File: src/rtl/core/swpr_pkg.sv
// shared constants and controller/datapath interface types for the peak rate monitor
package swpr_pkg;

  localparam int unsigned RING_DEPTH_DEF = 1024;
  localparam int unsigned DATA_W         = 32;
  localparam int unsigned WIN_W          = 31;
  localparam int unsigned ENTRY_W        = 2 * DATA_W;
  localparam logic [WIN_W-1:0] WIN_RESET = 31'd60;

  // commands from controller to datapath
  typedef struct packed {
    logic accept;   // take the incoming request, push it when timed
    logic pop;      // drop the oldest ring entry
    logic settle;   // latch the surviving oldest entry
    logic finish;   // update the peak and load the result register
  } cmd_t;

  // status from datapath to controller
  typedef struct packed {
    logic occ_gt1;   // more than one entry in the ring
    logic need_pop;  // oldest entry is older than the window and is not the only entry
    logic out_free;  // result register can take a new result this cycle
  } status_t;

endpackage

File: src/rtl/core/swpr_ctrl.sv
// sequencing state machine of the peak rate monitor
module swpr_ctrl (
  input  logic              clk_i,
  input  logic              rst_ni,
  input  logic              in_valid_i,
  input  logic              has_time_i,
  output logic              in_stall_o,
  input  swpr_pkg::status_t status_i,
  output swpr_pkg::cmd_t    cmd_o
);
  import swpr_pkg::*;

  typedef enum logic [2:0] {
    ST_IDLE  = 3'b001,
    ST_CHECK = 3'b010,
    ST_FIN   = 3'b100
  } state_e;

  state_e state_q, state_d;

  always_comb begin
    state_d = state_q;
    cmd_o   = '0;
    unique case (state_q)
      ST_IDLE: begin
        if (in_valid_i) begin
          cmd_o.accept = 1'b1;
          state_d      = has_time_i ? ST_CHECK : ST_FIN;
        end
      end
      ST_CHECK: begin
        if (status_i.need_pop) begin
          cmd_o.pop = 1'b1;
        end else begin
          cmd_o.settle = 1'b1;
          state_d      = ST_FIN;
        end
      end
      ST_FIN: begin
        if (status_i.out_free) begin
          cmd_o.finish = 1'b1;
          state_d      = ST_IDLE;
        end
      end
      default: begin
        state_d = ST_IDLE;
      end
    endcase
  end

  always_ff @(posedge clk_i or negedge rst_ni) begin
    if (!rst_ni) begin
      state_q <= ST_IDLE;
    end else begin
      state_q <= state_d;
    end
  end

  assign in_stall_o = (state_q != ST_IDLE);

endmodule

File: config.mk
export PLATFORM = sky130hd
export DESIGN_NAME = swpr_ctrl
export DESIGN_NICKNAME = d
export VERILOG_FILES = /design/src/rtl/core/swpr_pkg.sv /design/src/rtl/core/swpr_ctrl.sv
export SDC_FILE = /design/constraint.sdc
export NUM_CORES = 1
export LEC_CHECK = 0
export ABC_AREA = 1
export ABC_CLOCK_PERIOD_IN_PS = 2100
export BUFFER_PORTS_ARGS = -buffer_cell sky130_fd_sc_hd__buf_2
export CAP_MARGIN = 20
export CELL_PAD_IN_SITES_DETAIL_PLACEMENT = 1
export CELL_PAD_IN_SITES_GLOBAL_PLACEMENT = 1
export CORE_AREA = 3 3 40 42
export CTS_CLUSTER_DIAMETER = 120
export DETAILED_ROUTE_END_ITERATION = 7
export DIE_AREA = 0 0 43 45
export PLACE_DENSITY = 0.6
export SYNTH_ARGS = -nofsm -noshare
export SYNTH_HDL_FRONTEND = slang
export SYNTH_SLANG_ARGS = --single-unit
File: constraint.sdc
create_clock -name clk_i -period 2.1 [get_ports clk_i]
set_clock_uncertainty 0.1 [all_clocks]
set_input_delay 0.42 -clock clk_i [delete_from_list [all_inputs] [get_ports clk_i]]
set_output_delay 0.42 -clock clk_i [all_outputs]
set_load 0.02 [all_outputs]
* Yosys cells after proc, flatten, opt, wreduce, memory -nomap -nowiden
Index checks and enable logic that the tools add are counted.
Widths: inputs -> output; s select.
** Storage, ports and cells
- Flip-flop bits (word level) :: 3
- Input bits :: 7
- Output and inout port bits :: 5
- Logic and storage cells :: 21
** Cells by class
- Equal/unequal tests :: 7
- Muxes and demuxes :: 12
- Reduce and logical (&&, ||, !) cells :: 1
** Operators by type and width (count)
- $mux 3 :: 4
- $pmux 3 s3 :: 1
- $mux 1 :: 6
- $ne 2x2->1 const B :: 3
- $eq 3x1->1 const B :: 1
- $eq 3x2->1 const B :: 1
- $eq 3x3->1 const B :: 1
- $ne 3x1->1 const B :: 1
- $reduce_and 3->1 :: 1
- $mux 2 :: 1

* Depth between registers and ports, before layout
Gate-level depths: netlist of run 1.
- Depth after elaboration :: 3
- Gate-level depth with buffers :: 5
- Depth with buffers taken out :: 5

* Worst setup path after synthesis of run 1
No wires, ideal clock.
- Kind :: register to output
- From :: reg state_q[2]
- To :: out cmd_o[0] (netlist name)
- Arrival :: 1121 ps
- Required time :: 1580 ps
- Path slack :: 459 ps
- Cell stages (with the launch flop) :: 3
- Buffers on the path :: 0
- Cell sequence :: dfrtp_1 -> inv_1 -> nor4_1
** RTL lines
- start: declaration :: RTL line swpr_ctrl.sv:19 : state_e state_q, state_d;
- start signal: assignment :: RTL line swpr_ctrl.sv:55 : state_q <= state_d;
- end: declaration :: RTL line swpr_ctrl.sv:9 : output swpr_pkg::cmd_t cmd_o

==> results of run 1 <==
## critical path: stages (launching register included)
cell     delay, ns
dfrtp_1       0.40
inv_2         0.06
nor3_1        0.20
inv_1         0.09
nor2_1        0.08
buf_2         0.16
## kinds of logic after synthesis
family,count (synthesis),synth area share [%]
DFF,3,37.4
AOI/OAI and AO/OA,1,4.30
buffers and inverters,8,14.7
and+or+nand+nor,18,43.6
## layout make-up
cell class | count | area, µm² | area share (%)
multi-input cells | 19 | 97.6 | 31.6
inverters | 8 | 30.0 | 9.72
flip-flops and latches | 3 | 76.3 | 24.7
clock buffers | 4 | 26.3 | 8.50
well taps | 15 | 18.8 | 6.07
repair buffers | 11 | 60.1 | 19.4
## report_power, final
group          leakage [nW]  internal, mW  switching, mW
registers            0.0368        0.0923         0.0332
clock network        0.0150        0.0713         0.0309
logic                 0.133        0.0739          0.141
total                 0.185         0.237          0.206
## worst max-delay path by stage
stage | from | to | slack (ns) | cells past startpoint
6_report | state_q[1] | cmd_o[1] | 0.35 | 5
5_1_grt | state_q[1] | cmd_o[1] | 0.26 | 5
4_1_cts | state_q[1] | cmd_o[1] | 0.33 | 5
3_5_place_dp | state_q[1] | cmd_o[1] | 0.59 | 5
3_3_place_gp | state_q[1] | cmd_o[1] | 0.60 | 5
2_1_floorplan | state_q[2] | cmd_o[0] | 0.46 | 2
## metal layers
metal / vias up / track usage (%) / wire length (µm)
met5: - / 0 / 0
met4: 0 / 5.42 / 0
met3: 0 / 3.59 / 20
met2: 4 / 11.7 / 305
met1: 118 / 5.58 / 231
li1: 125 / - / -
## cell usage after synthesis
library cell  n  area share (%)
o21ai_2       1             4.3
inv_2         2             3.7
nand3_1       3             7.4
dfstp_2       1              13
nor2_1        6              11
dfrtp_1       2              25
nor4_1        1             3.1
nor3_1        1             2.5
nor2_2        1             3.1
nand4_1       2             6.1
nand3_2       1             4.9
nand2_1       3             5.5
inv_1         6              11
## per-stage QoR
stage | worst slack (ns) | cells
floorplan | 0.459 | 30
global placement | 0.599 | 55
detailed placement | 0.588 | 55
CTS | 0.326 | 60
global route | 0.260 | 60
finish | 0.354 | 60
## what timing repair did
action | 4_1_cts | 5_1_grt
hold buffers | 1 | 0
hold endpoints to repair | 2 | 0
resized for setup | 0 | 0
endpoints found under the setup margin | 0 | 0
==> impl_metrics.tcl, run 1 <==
set metrics [dict create \
    dpl_cell_area_um2 273 \
    rows 13 \
    final_cell_mix "buf_2, inv_1, nor2_1" \
    grt_usage_pct 6.68 \
    reg_top3 "state_q x3" \
    gp_congestion 0.680 \
    ys_types 13 \
    avgSynthCellArea_um2 6.80 \
    first_global_vias 246 \
    nets 53 \
    tns_ns 0 \
    p_leak_nw 0.185 \
    synth_warnings 0 \
    antenna_cells 0 \
    hold_viol_final 0 \
    fillers 168 \
    min_from "in_valid_i" \
    drv_cap 0 \
    root_buffer "clkbuf_4" \
    final_common_cell "buf_2" \
    dieHeight_um 45 \
    cts_max_path_buffers 2 \
    final-max-slew-violation-count 0 \
    power_density_nw_per_um2 1430 \
    rsz0062_at_grt "false" \
    via_per_inst 4.12 \
    clock_latency_ns 0.23 \
    grt_max_degree 6 \
    vdd_drop_max_uv 334 \
    ff2ff_path_depth 5 \
    post_cts_buffers 0 \
    slew-limit-headroom_pct 84.3 \
    synth_cells 30 \
    drt-initial-drc-count 2 \
    routed_wl_um 558 \
    start_kind "flop" \
    wire_per_inst_um 9.30 \
    antenna_found_initial 0 \
    fin_util_pct 24.1 \
    dieArea_um2 1940 \
    grt-ovfl-total 0 \
    hp-class "input port to flop" \
    holdPathStages 4 \
    syn_nets 37 \
    clock_sinks 3 \
    tightestPinTransition_ns 0.234 \
    timing.rr.start "state_q[0]" \
    cts.htree.levels 1 \
    p_total_mw 0.443 \
    ff2ff_setup_slack_ns 0.91 \
    largest-register "state_q" \
    cts_tree "done" \
    min_period_ns 1.75 \
    drive_gt1_share_pct 42.2 \
    cp.arrival_ns 1.23 \
    io_pins 12 \
    fmax_ghz 0.573 \
    outcome "finished clean" \
    port_buffers 10 \
    post-dp-hpwl_um 450 \
    drt.antenna.violating_nets 0 \
    start_util_pct 15.9 \
    yosys_register_bits 3 \
    cp.required_ns 1.58 \
    syn_to_final_growth_pct 51.5 \
    setup_viol 0 \
    fin_area_um2 309 \
    endpoint_kind "primary output" \
    synth.yosys.seq_area_share_pct 37.4 \
    crit_fanout 4 \
    cts_buffers 3 \
    clk_pin_slew_ns 0.04 \
    die_x_um 43 \
    r2r-end "state_q[1]" \
    hold_ws_ns 0.400 \
    core_area_um2 1280 \
    dr.pass1.iters 2 \
    grt_pass1_wl_um 897 \
    largest_register_ffs 3 \
    via_count 247 \
    whs_endpoint "state_q[0]" \
    worstSetupPathType "flop to primary output" \
    drt_drc_violations_left 0 \
    finalCritPeriodShare_pct 83.1 \
    synth.cell_area_um2 204 \
]
No activity file was read; power rests on OpenSTA's default activity.
==> run 2, diff against run 1 <==
--- a/config.mk
+++ b/config.mk
@@ -6,7 +6,7 @@
 export NUM_CORES = 1
 export LEC_CHECK = 0
 export ABC_AREA = 1
-export ABC_CLOCK_PERIOD_IN_PS = 2100
+export ABC_CLOCK_PERIOD_IN_PS = 1410
 export BUFFER_PORTS_ARGS = -buffer_cell sky130_fd_sc_hd__buf_2
 export CAP_MARGIN = 20
 export CELL_PAD_IN_SITES_DETAIL_PLACEMENT = 1
@@ -15,7 +15,7 @@
 export CTS_CLUSTER_DIAMETER = 120
 export DETAILED_ROUTE_END_ITERATION = 7
 export DIE_AREA = 0 0 43 45
-export PLACE_DENSITY = 0.6
+export PLACE_DENSITY = 0.62
 export SYNTH_ARGS = -nofsm -noshare
 export SYNTH_HDL_FRONTEND = slang
 export SYNTH_SLANG_ARGS = --single-unit
==> constraint.sdc (replaced) <==
create_clock -name clk_i -period 1.41 [get_ports clk_i]
set_clock_uncertainty 0.1 [all_clocks]
set_input_delay 0.282 -clock clk_i [delete_from_list [all_inputs] [get_ports clk_i]]
set_output_delay 0.282 -clock clk_i [all_outputs]
set_load 0.02 [all_outputs]
==> run 2 against run 1 <==
Compared with the run above:
- the flow now finishes with violations (setup timing)
- cell count rose by 12%
- clock power up 47%
- global-route usage is 0.74 points higher
- die area unchanged
- worst setup slack got worse by 0.49 ns
- sequential share of layout area is 5.1 points lower
- clock-buffer cell count unchanged
- total power rose by 85%
- combinational power grew 120%
- design area up 26%
- critical path type unchanged
- critical endpoint is now cmd_o[3]
- largest power group unchanged
==> impl_metrics.tcl, run 2 (synthesis results as in run 1) <==
set metrics [dict create \
    outcome "complete, but fails checks" \
    violations "setup timing" \
    dr.pass1.iters 2 \
    fin_area_um2 389 \
    worstSetupPathType "flop to primary output" \
    combPwrFrac_pct 58.7 \
    drt-initial-drc-count 2 \
    routed_wl_um 626 \
    gp_congestion 0.735 \
    slew-limit-headroom_pct 87.9 \
    place_inst 58 \
    hp-class "input port to asynchronous set/reset pin" \
    rows 13 \
    r2r-end "state_q[1]" \
    final-max-slew-violation-count 0 \
    finalCritPeriodShare_pct 110 \
    clk_pin_slew_ns 0.04 \
    ff2ff_path_depth 6 \
    port_buffers 10 \
    antenna_found_initial 0 \
    p_clk_share_pct 18.4 \
    endpoint_kind "primary output" \
    swShare_pct 42.9 \
    io_pins 12 \
    reg_top3 "state_q x3" \
    p_total_mw 0.819 \
    vdd_drop_max_uv 611 \
    cp.arrival_ns 1.16 \
    drv_cap 0 \
    hold_viol_final 0 \
    largest-register "state_q" \
    grt-ovfl-total 0 \
    setup_viol 5 \
    crit_fanout 5 \
    grt_usage_pct 7.42 \
    cts_max_path_buffers 2 \
    p_leak_nw 0.220 \
    tightestPinTransition_ns 0.180 \
    pwr-share-seq_pct 22.9 \
    p_int_mw 0.468 \
    via_per_inst 4.06 \
    final_common_cell "buf_4" \
    power_switching_mw 0.351 \
    drive_gt1_share_pct 59.6 \
    grt_pass1_wl_mm 1.02 \
    cts_tree "done" \
    root_buffer "clkbuf_4" \
    power_density_nw_per_um2 2100 \
    ff2ff_setup_slack_ns 0.12 \
    start_kind "flop" \
    die_x_um 43 \
    stdcell_count 67 \
    timing.rr.start "state_q[0]" \
    layout_setup_ws_ns -0.137 \
    clock_latency_ns 0.23 \
    nets 60 \
    dieArea_um2 1940 \
    largest_register_ffs 3 \
    dieHeight_um 45 \
    cts.htree.levels 1 \
    dpl_cell_area_um2 304 \
    wire_per_inst_um 9.34 \
    syn_to_final_growth_pct 90.8 \
    hold_ws_ns 0.272 \
    clock_sinks 3 \
    rsz0062_at_grt "true" \
    cp.required_ns 1.03 \
    fmax_ghz 0.647 \
    grt_max_degree 6 \
    core_area_um2 1280 \
    first_global_vias 275 \
    post-dp-hpwl_um 490 \
    via_count 272 \
    min_period_ns 1.55 \
    final_cell_mix "buf_4, buf_2, inv_1, nor2_1" \
    drt_drc_violations_left 0 \
    cts_buffers 3 \
    antenna_cells 0 \
    drt.antenna.violating_nets 0 \
    start_util_pct 15.9 \
]
run 2: how the worst max path moves through the flow:
stage                     slack (ns)  endpoint        from  cells past startpoint
after floorplan                 0.02  cmd_o[3]  state_q[0]                      2
after global placement          0.05  cmd_o[1]  state_q[1]                      5
after detailed placement        0.03  cmd_o[1]  state_q[1]                      5
after CTS                      -0.16  cmd_o[3]  state_q[0]                      3
after global routing           -0.21  cmd_o[1]  state_q[0]                      4
final                          -0.14  cmd_o[3]  state_q[0]                      3
run 2: power by group through the flow:
stage | clock network [mW] | registers [mW] | logic (mW)
after floorplan | 0 | 0.182 | 0.249
after global placement | 0 | 0.192 | 0.380
after detailed placement | 0 | 0.195 | 0.392
after CTS | 0.161 | 0.195 | 0.458
after global routing | 0.165 | 0.192 | 0.533
final | 0.150 | 0.187 | 0.481
run 2: final cells by class:
| type | instances | area, µm² |
|---|---|---|
| Clock buffer | 4 | 26.3 |
| Fill cell | 167 | 896 |
| Inverter | 8 | 30.0 |
| Multi-Input combinational cell | 19 | 114 |
| Sequential cell | 3 | 76.3 |
| Tap cell | 15 | 18.8 |
| Timing Repair Buffer | 18 | 124 |
run 2: routing by layer:
layer / part of all wire (%) / routed length, µm / vias to the layer above / global-route usage (%)
li1: - / - / 138 / -
met1: 37 / 233 / 129 / 6.76
met2: 58 / 360 / 5 / 13.5
met3: 5.0 / 31 / 0 / 3.98
met4: 0 / 0 / 0 / 3.61
met5: 0 / 0 / - / 0
run 2: stage by stage:
stage / setup slack [ns] / util (%) / setup TNS (ns)
3_3_place_gp: 0.0500 / 23.7 / 0
6_report: -0.137 / 30.3 / -0.528
3_5_place_dp: 0.0274 / 23.7 / 0
5_1_grt: -0.213 / 30.3 / -0.865
2_1_floorplan: 0.0157 / - / 0
4_1_cts: -0.159 / 30.1 / -0.632
run 2: timing repair:
item                                    CTS  global route
pin swaps                                 1             1
endpoints found under the hold margin     3             0
gates resized for setup                   6             1
gates cloned                              0             0
hold buffers                              1             0
endpoints found under the setup margin    5             7
setup buffers                             4             1
run 2: critical path, cell delays in order (launching register included):
cell and delay [ns]:
dfstp_2 0.59, nand3_2 0.12, nor2_2 0.09, buf_4 0.14
==> run 3, diff against run 2 <==
--- a/config.mk
+++ b/config.mk
@@ -6,16 +6,17 @@
 export NUM_CORES = 1
 export LEC_CHECK = 0
 export ABC_AREA = 1
-export ABC_CLOCK_PERIOD_IN_PS = 1410
+export ABC_CLOCK_PERIOD_IN_PS = 1800
 export BUFFER_PORTS_ARGS = -buffer_cell sky130_fd_sc_hd__buf_2
 export CAP_MARGIN = 20
 export CELL_PAD_IN_SITES_DETAIL_PLACEMENT = 1
 export CELL_PAD_IN_SITES_GLOBAL_PLACEMENT = 1
-export CORE_AREA = 3 3 40 42
+export CORE_AREA = 2 2 39 41
 export CTS_CLUSTER_DIAMETER = 120
 export DETAILED_ROUTE_END_ITERATION = 7
-export DIE_AREA = 0 0 43 45
-export PLACE_DENSITY = 0.62
+export DIE_AREA = 0 0 41 43
+export GPL_ROUTABILITY_DRIVEN = 0
+export PLACE_DENSITY = 0.6
 export SYNTH_ARGS = -nofsm -noshare
 export SYNTH_HDL_FRONTEND = slang
 export SYNTH_SLANG_ARGS = --single-unit
==> constraint.sdc (replaced) <==
create_clock -name clk_i -period 1.8 [get_ports clk_i]
set_clock_uncertainty 0.1 [all_clocks]
set_input_delay 0.36 -clock clk_i [delete_from_list [all_inputs] [get_ports clk_i]]
set_output_delay 0.36 -clock clk_i [all_outputs]
set_load 0.02 [all_outputs]
==> run 3 against run 2 <==
Compared with the run above:
- the flow now finishes without violations
- clock-buffer cell count is the same
- worst setup slack better by 0.27 ns
- flip-flop and latch count is the same
- total power down 38%
- non-clock buffer count is 7 lower
- sequential share of layout area grew 5.0 points
- sequential power fell by 23%
- design area shrank 20%
- largest power group unchanged
- highest routed layer is now met4
==> impl_metrics.tcl, run 3 (synthesis results as in run 1) <==
set metrics [dict create \
    outcome "finished clean" \
    antenna_cells 0 \
    dieHeight_um 43 \
    vdd_drop_max_uv 295 \
    r2r-end "state_q[2]" \
    post_cts_buffers 0 \
    via_per_inst 3.90 \
    cts_max_path_buffers 2 \
    clock_latency_ns 0.23 \
    worstSetupPathType "flop to primary output" \
    cts_tree "done" \
    cts_buffers 3 \
    rows 14 \
    fin_util_pct 22.4 \
    ff2ff_path_depth 5 \
    drv_cap 0 \
    p_leak_nw 0.185 \
    antenna_found_initial 0 \
    drive_gt1_share_pct 42.2 \
    root_buffer "clkbuf_4" \
    post-dp-hpwl_um 417 \
    dieArea_um2 1760 \
    whs_endpoint "state_q[0]" \
    hold_ws_ns 0.336 \
    core_area_um2 1380 \
    cts_hold_buffers 1 \
    routed_wl_um 495 \
    power_density_nw_per_um2 1640 \
    setup_viol 0 \
    nets 53 \
    grt_usage_pct 7.96 \
    start_kind "flop" \
    ctsResizeCount 0 \
    largest_register_ffs 3 \
    wire_per_inst_um 8.11 \
    tns_ns 0 \
    reg_top3 "state_q x3" \
    ff2ff_setup_slack_ns 0.61 \
    grt_pass1_wl_um 848 \
    dr.pass1.iters 2 \
    io_pins 12 \
    timing.rr.start "state_q[0]" \
    via_count 238 \
    final_cell_mix "buf_2, inv_1, nor2_1" \
    min_period_ns 1.67 \
    die_x_um 41 \
    hold_viol_final 0 \
    cts.htree.levels 1 \
    drt_drc_violations_left 0 \
    largest-register "state_q" \
    tightestPinTransition_ns 0.252 \
    final_common_cell "buf_2" \
    start_util_pct 14.7 \
    finalCritPeriodShare_pct 92.6 \
    drt-initial-drc-count 3 \
    holdPathStages 4 \
    clk_pin_slew_ns 0.04 \
    clock_sinks 3 \
    min_from "in_valid_i" \
    port_buffers 10 \
    first_global_vias 238 \
    grt-ovfl-total 0 \
    hp-class "input port to flop" \
    cp.arrival_ns 1.21 \
    fmax_ghz 0.600 \
    final-max-slew-violation-count 0 \
    grt_max_degree 6 \
    rsz0062_at_grt "false" \
    slew-limit-headroom_pct 83.1 \
    cp.required_ns 1.34 \
    syn_to_final_growth_pct 52.1 \
    drt.antenna.violating_nets 0 \
    endpoint_kind "primary output" \
    crit_fanout 4 \
]
[run 3: cell count changes in the layout (fill, tap and decap cells not counted)]
cell,before,now
buf_6,1,0
nor3_2,1,0
inv_1,5,6
nand2_2,1,0
nand2_1,2,3
nor2_2,2,1
nor4_1,0,1
nor3_1,0,1
nor2_1,5,6
inv_2,3,2
buf_2,7,10
nor4_2,1,0
buf_4,9,0
[run 3: worst max path at each step]
stage	start	endpoint	slack, ns
floorplan	state_q[2]	cmd_o[0]	0.22
global placement	state_q[1]	cmd_o[1]	0.35
detailed placement	state_q[1]	cmd_o[1]	0.37
CTS	state_q[1]	cmd_o[1]	0.11
global route	state_q[1]	cmd_o[1]	0.01
finish	state_q[1]	cmd_o[1]	0.13
[run 3: critical path, cell delays in order, from the launching register on]
cell and delay (ns):
dfrtp_1 0.39, inv_2 0.06, nor3_1 0.20, inv_1 0.08, nor2_1 0.08, buf_2 0.16
[run 3: cell type report]
class | instances | area [µm²]
Clock buffer | 4 | 26.3
Tap cell | 16 | 20.0
Sequential cell | 3 | 76.3
Fill cell | 187 | 1070
Inverter | 8 | 30.0
Multi-Input combinational cell | 19 | 97.6
Timing Repair Buffer | 11 | 60.1
[run 3: through the flow]
step / std cells / cell area (µm²) / setup WS, ns / power (mW)
4_1_cts: 61 / 310 / 0.110 / 0.525
5_1_grt: 61 / 310 / 0.0129 / 0.559
3_5_place_dp: 56 / 274 / 0.365 / 0.399
6_report: 61 / 310 / 0.134 / 0.510
3_3_place_gp: 56 / 274 / 0.350 / 0.395
2_1_floorplan: 30 / 204 / 0.219 / 0.327
[run 3: per-layer routing]
metal	part of all wire, %	vias up	track usage [%]
met5	0	-	0
met4	3.2	0	8.00
met3	6.5	2	4.71
met2	52	5	11.3
met1	39	108	7.14
li1	-	123	-
[run 3: power breakdown]
group / total (mW) / internal (mW) / switching [mW]
registers: 0.144 / 0.108 / 0.0367
clock network: 0.118 / 0.0831 / 0.0349
logic: 0.248 / 0.0863 / 0.161
total: 0.510 / 0.277 / 0.233
